==> src/hdl/sbc_pkg.sv <==
`timescale 1ns / 1ps
// Shared widths, codes and payload types of the sphere/box classifier.
package sbc_pkg;

    // Coordinate and derived arithmetic widths
    localparam int COORD_BITS  = 24;
    localparam int RADIUS_BITS = COORD_BITS - 1;
    localparam int DIFF_BITS   = COORD_BITS + 1;
    localparam int SQ_BITS     = 2 * COORD_BITS;
    localparam int R2_BITS     = 2 * RADIUS_BITS;
    localparam int SUM_BITS    = SQ_BITS + 2;
    localparam int AXES        = 3;
    localparam int CORNERS     = 8;

    // Configuration port
    localparam int CFG_ADDR_BITS = 3;
    localparam int CFG_DATA_BITS = 32;
    localparam logic CFG_IDX_CORNER_EN = 1'b0;

    // Placement codes
    localparam logic [1:0] PLACE_OUTSIDE    = 2'd0;
    localparam logic [1:0] PLACE_INTERSECTS = 2'd1;
    localparam logic [1:0] PLACE_INSIDE     = 2'd2;

    typedef logic signed [COORD_BITS-1:0] coord_t;
    typedef logic [SQ_BITS-1:0] sq_t;

    // One sphere/box pair, axis 0 is x
    typedef struct packed {
        coord_t [AXES-1:0]      center;
        coord_t [AXES-1:0]      box_min;
        coord_t [AXES-1:0]      box_max;
        logic [RADIUS_BITS-1:0] radius;
    } item_t;

    // Squared per-axis gaps to both faces plus slab position flags
    typedef struct packed {
        sq_t [AXES-1:0]     sq_lo;
        sq_t [AXES-1:0]     sq_hi;
        logic [AXES-1:0]    below;
        logic [AXES-1:0]    above;
        logic [R2_BITS-1:0] r2;
    } sq_word_t;

endpackage

==> src/hdl/sbc_decide_stage.sv <==
`timescale 1ns / 1ps
// Decide stage: gap sum and eight corner sums against radius squared.
module sbc_decide_stage (
    input  logic              clk,
    input  logic              load,
    input  logic              corner_en,
    input  sbc_pkg::sq_word_t sq_word,
    output logic [1:0]        placement
);
    logic [1:0]                   placement_reg;
    logic [1:0]                   placement_next;
    logic [sbc_pkg::SUM_BITS-1:0] gap_sum;
    logic [sbc_pkg::SUM_BITS-1:0] r2_ext;
    logic [sbc_pkg::CORNERS-1:0]  corner_far;

    assign r2_ext = sbc_pkg::SUM_BITS'(sq_word.r2);

    // Sum gaps only on axes where the center sits outside the slab
    always_comb
    begin
        gap_sum = '0;
        for (int ax = 0; ax < sbc_pkg::AXES; ax++)
        begin
            if (sq_word.below[ax])
            begin
                gap_sum = gap_sum + sbc_pkg::SUM_BITS'(sq_word.sq_lo[ax]);
            end
            else if (sq_word.above[ax])
            begin
                gap_sum = gap_sum + sbc_pkg::SUM_BITS'(sq_word.sq_hi[ax]);
            end
        end
    end

    // Corner k takes the max face on axis a when bit a of k is set
    always_comb
    begin
        logic [sbc_pkg::SUM_BITS-1:0] csum;
        csum = '0;
        corner_far = '0;
        for (int k = 0; k < sbc_pkg::CORNERS; k++)
        begin
            csum = '0;
            for (int ax = 0; ax < sbc_pkg::AXES; ax++)
            begin
                csum = csum + sbc_pkg::SUM_BITS'(((k >> ax) & 1) != 0
                                                 ? sq_word.sq_hi[ax] : sq_word.sq_lo[ax]);
            end
            corner_far[k] = (csum >= r2_ext);
        end
    end

    always_comb
    begin
        if (gap_sum >= r2_ext)
        begin
            placement_next = sbc_pkg::PLACE_OUTSIDE;
        end
        else if (corner_en && (corner_far != '0))
        begin
            placement_next = sbc_pkg::PLACE_INTERSECTS;
        end
        else
        begin
            placement_next = sbc_pkg::PLACE_INSIDE;
        end
    end

    // Hold the result until the output side takes it
    always_ff @(posedge clk)
    begin
        if (load)
        begin
            placement_reg <= placement_next;
        end
    end

    assign placement = placement_reg;
endmodule

==> config.mk <==
export PLATFORM = sky130hd
export DESIGN_NAME = sbc_decide_stage
export DESIGN_NICKNAME = d
export VERILOG_FILES = /design/src/hdl/sbc_pkg.sv /design/src/hdl/sbc_decide_stage.sv
export SDC_FILE = /design/constraint.sdc
export NUM_CORES = 2
export LEC_CHECK = 0
export BUFFER_PORTS_ARGS = -buffer_cell sky130_fd_sc_hd__buf_4
export CAP_MARGIN = 20
export CORE_MARGIN = 5
export CORE_UTILIZATION = 45
export DETAILED_ROUTE_END_ITERATION = 10
export SYNTH_ARGS = -nofsm -noshare
export SYNTH_HDL_FRONTEND = slang
export SYNTH_SLANG_ARGS = --single-unit
==> constraint.sdc <==
create_clock -name clk -period 25.1 [get_ports clk]
set_input_delay 3.765 -clock clk [delete_from_list [all_inputs] [get_ports clk]]
set_output_delay 3.765 -clock clk [all_outputs]
set_load 0.02 [all_outputs]
Word-level counts from Yosys, hierarchy flattened
Cells that the tools add are included.
{ "totals": {"ff_bits": 2, "input_bits": 343} }
{ "classes": {"addsub": 16, "n_lt_le_gt_ge": 9, "mux": 7, "n_reduce_logical": 2} }
{ "op_table": {"columns": ["operator", "n"], "rows": [
  ["$ge A50 B46 Y1", 9],
  ["$add A50 B48 Y50", 8],
  ["$add A49 B48 Y50", 4],
  ["$mux W50", 4],
  ["$add A48 B48 Y49", 4],
  ["$mux W48", 2],
  ["$reduce_bool A8 Y1", 1],
  ["$mux W2", 1],
  ["$logic_and A1 B1 Y1", 1]
]} }

Longest topological paths before layout
{ "logic_depth": {"ltp_word": 9, "ltp_mapped": 44, "mapped_depth_nobuf": 43} }

Worst setup path before layout
OpenSTA, ideal clock, no wires.
{ "synth_timing": {"path_type": "input to register", "from": "input sq_word[52] in the netlist's numbering", "to": "register placement_reg[0], in the netlist placement[0] (data pin)", "setup_time_ps": 265, "arrival_ps": 11545, "setup_slack_ps": 13290, "stages": 41, "path_buffers": 0, "path_cell_list": "ha_1 > inv_1 > fa_1 > nor2b_1 > o2111ai_1 > a31oi_1 > a211oi_1 > o211ai_1 > o211a_1 > o21ai_0 > o21ai_0 > a21oi_1 > o21ai_0 > xor2_1 > ha_1 > or3_1 > o21ai_0 > a31oi_1 > (+5 left out) > nor2_1 > a31oi_1 > xnor2_1 > ha_1 > a21oi_1 > nor2b_1 > o21ai_0 > nand4_1 > or4_1 > or4_1 > nor4b_1 > nand4_1 > nor3_1 > nand4_1 > nor4_1 > nand4_1 > o41ai_2 > nor3_1"} }
{ "synth_between": {"elab_chain_cells": 9, "elab_cells_between_ends": 24, "cone_classes": "add/sub: 10; order compare: 5; mux: 7; reduce/logical: 2"} }
{ "synth_lines": {"columns": ["item", "line_no", "rtl"], "rows": [
  ["start: declaration", "sbc_decide_stage.sv:7", "input sbc_pkg::sq_word_t sq_word,"],
  ["$mux W48", "sbc_decide_stage.sv:28", "else if (sq_word.above[ax])"],
  ["$mux W48", "sbc_decide_stage.sv:24", "if (sq_word.below[ax])"],
  ["$add A50 B48 Y50", "sbc_decide_stage.sv:30", "gap_sum = gap_sum + sbc_pkg::SUM_BITS'(sq_word.sq_hi[ax]);"],
  ["$mux W50", "sbc_decide_stage.sv:28", null],
  ["$mux W50", "sbc_decide_stage.sv:24", null],
  ["$add A50 B48 Y50", "sbc_decide_stage.sv:30", null],
  ["$mux W50", "sbc_decide_stage.sv:28", null],
  ["$mux W50", "sbc_decide_stage.sv:24", null],
  ["$ge A50 B46 Y1", "sbc_decide_stage.sv:55", "if (gap_sum >= r2_ext)"],
  ["end signal: assignment", "sbc_decide_stage.sv:74", "placement_reg <= placement_next;"],
  ["end: declaration", "sbc_decide_stage.sv:10", "logic [1:0] placement_reg;"]
]} }
Parallel ways exist; a longest one is shown, timed or not.
A chain may end at the register's enable or synchronous reset.

Worst setup path in the final report
{ "layout_timing": {"from": "input sq_word[207] in the netlist's numbering", "to": "register placement_reg[1], in the netlist placement[1] (data pin)"} }
{ "layout_between": {"elab_chain_cells": 8, "elab_cells_between_ends": 23, "cone_classes": "add/sub: 10; order compare: 5; mux: 6; reduce/logical: 2"} }
{ "layout_lines": {"columns": ["item", "line_no"], "rows": [
  ["$mux W48", "sbc_decide_stage.sv:24"],
  ["$add A50 B48 Y50", "sbc_decide_stage.sv:30"],
  ["$mux W50", "sbc_decide_stage.sv:28"],
  ["$mux W50", "sbc_decide_stage.sv:24"],
  ["$add A50 B48 Y50", "sbc_decide_stage.sv:30"],
  ["$mux W50", "sbc_decide_stage.sv:28"],
  ["$mux W50", "sbc_decide_stage.sv:24"],
  ["$ge A50 B46 Y1", "sbc_decide_stage.sv:55"]
]} }
Parallel ways exist; a longest one is shown, timed or not.

==> flow_summary.toml <==
[place]
port_buffers = 344
place_inst = 8759
dp_slack_ns = 10.44
placed_area_sq_um = 54080
gp_congestion = 1.049
hpwl_mm = 202.3

[critical_path]
critPathSlowestCell = "o41ai_1"
path_max_fanout = 6
crit_type = "primary input to flop"
critPathArrivalTime_ns = 14.81
cp-startpoint = "sq_word[207]"
cp-start-kind = "primary input"
crit_path_end_kind = "flop"
slowest_delay_ns = 0.69
required_ns = 25.17
cpMostUsedCell = "a21o_1"

[route]
wl_mm = 227.0
postRouteAntennaNets = 0
first_iter_violations = 5500
routed_via_density = 6.515
wire_per_inst_microns = 25.85
dr_total_vias = 57210
dr.pass1.iters = 6
remaining_drc_errors = 0

[run]
drv_cap = 0

[clocking]
clock_sinks = 2
ctsHtreeMaxLevel = 1
cts_root_buf = "clkbuf_16"
cts_made_buffers = 3
cts_setup_buffers = 0
tritoncts = "built"
cts_buffer_depth = 2
clk_pin_slew_ns = 0.03
cts_hold_buffers = 0
cts_resized = 0

[sta]
finalCritPeriodShare_pct = 58.74
fin_tns_setup_ns = 0
rsz0062_at_grt = "no"
slew_viol_final = 0
fmax_mhz = 67.83
hold_viol_final = 0
max-slew-margin-rel_pct = 9.128
setup_viol = 0
timing.hold.ws_ns = 3.772
setup_ws_ns = 10.36
finalCriticalPeriod_ns = 14.74
tightestPinTransition_ns = 1.353

[logic_synthesis]
synthSimpleGateAreaFrac_pct = 19.39
async_flop_share_pct = 0
synth_top_family_by_area = "compound AO/OA/AOI/OAI gates"
yosys_warnings = 0
ys_ff_latch = 2
synth_cell_types = 91
yosysSeqAreaShare_pct = 0.1201
synth-adder-area-share_pct = 30.32
netlist_area_sq_um = 50010
synthFlopType = "edfxtp_1"
synth_edf_count = 2
synth_mux_area_share_pct = 0.4854
syn_avg_cell_area_sq_um = 7.098
synth_compound_area_share_pct = 35.16
netlist_instances = 7045
synth-xor-area-share_pct = 11.47
synth_nets = 8590

[run_status]
status = "finished clean"

[floorplanning]
dieHeight_microns = 343.4
dieArea_sq_um = 117900
ios = 345
die_x_microns = 343.4
start_util_pct = 45.25
placementRows = 122
core_area_sq_um = 110500

[finish]
area_growth_pct = 8.494
largest_register_ffs = 2
stdcell_count = 8782
final_util_pct = 49.09
layout-drive-gt1-share_pct = 5.973
nNetsFinal = 8830
fin_area_sq_um = 54250

[power_and_ir_drop]
total_power_mw = 3.470
p_per_area_nw_per_um2 = 63.96
power.leakage_nw = 25.88
ir_worst_vdd_uv = 19.81

[hold_path]
min_path_type = "primary input to flop"
min_from = "load"

[grt]
grt-ovfl-total = 0
grt_pass1_wl_mm = 319.9
antenna_found_initial = 11
grt_pass1_vias = 52140
grt_usage_pct = 35.93
grt_start_max_net_pins = 58
-- synthesized netlist by cell type, drive strengths merged (16+ instances only) --
cell	n	share of area (%)
nor2	485	3.6
fa	16	0.64
nand3	182	1.8
o21ai	518	5.2
a22o	47	0.82
o22ai	24	0.30
ha	1186	30
nand4	175	2.2
o211ai	55	0.83
and4	28	0.49
nor3	111	1.1
xnor2	454	8.0
or2	20	0.25
or3	34	0.43
a21oi	886	8.9
xor2	201	3.5
clkbuf	126	0.95
a2111oi	21	0.37
nor4	36	0.46
or4	18	0.28
o31ai	27	0.41
a221oi	27	0.47
a211oi	130	2.0
a22oi	19	0.29
o31a	17	0.30
o21a	125	1.9
and2	40	0.50
and3	69	0.86
a31oi	97	1.3
nor2b	109	1.4
a31o	17	0.30
nand2	534	4.0
inv	271	2.0
a41oi	17	0.31
a21o	457	6.9
nand2b	107	1.3
o21bai	117	1.8
mux2i	22	0.44
a221o	16	0.32
a21boi	33	0.50
-- critical path, delay by kind of cell --
family	cells	cell delay, ns
and+or+nand+nor	12	2.82
adders and majority gates	3	1.16
AOI/OAI and AO/OA	23	6.28
buffers and inverters	1	0.13
xor gates and xnor gates	2	0.64
-- layout by cell type, fill, tap and decap left out, types with 39 or more instances in the layout --
cell and n:
ha_1 1186, a21oi_1 886, nand2_1 534, o21ai_0 514
nor2_1 485, a21o_1 457, xnor2_1 454, buf_4 369
inv_1 270, xor2_1 201, nand3_1 182, nand4_1 175
a211oi_1 129, o21a_1 125, o21bai_1 117, nor3_1 111
nor2b_1 108, nand2b_1 107, a31oi_1 95, and3_1 69
o211ai_1 55, a22o_1 47, and2_1 39
-- layer usage --
metal  track usage (%)  wire length, microns
met5                 0                    22
met3             8.620                 25520
met4             9.457                  7337
met1             52.50                104500
met2             52.37                 89680
-- power by group --
part           internal, mW  switching [mW]
clock                0.0202         0.00331
combinational          1.36            2.08
sequential          0.00428        0.000112
-- path summary, 6_finish.rpt --
check | end | slack, ns | depth (start not counted)
max | placement[1]$_SDFFCE_PP0P_ | 10.36 | 41
min | placement[1]$_SDFFCE_PP0P_ | 3.77 | 1
-- cells by family (layout without fill, tap and decap cells) --
family | count (synthesis) | after routing
DFF | 2 | 2
buffers and inverters | 406 | 644
adders and majority gates | 1202 | 1202
muxes | 24 | 24
xor gates and xnor gates | 655 | 655
and+or+nand+nor | 1988 | 1988
AOI/OAI and AO/OA | 2768 | 2768
other | 0 | 11
-- layout make-up --
cell class	instances	area, sq um
inverters	271	1017
well taps	1488	1862
fillers	11440	56260
flip-flops and latches	2	60.06
clock buffers	3	75.07
multi-input cells	6637	48440
diodes	11	27.53
repair buffers	370	2778
Note: power is estimated with default switching activity, not from simulation.
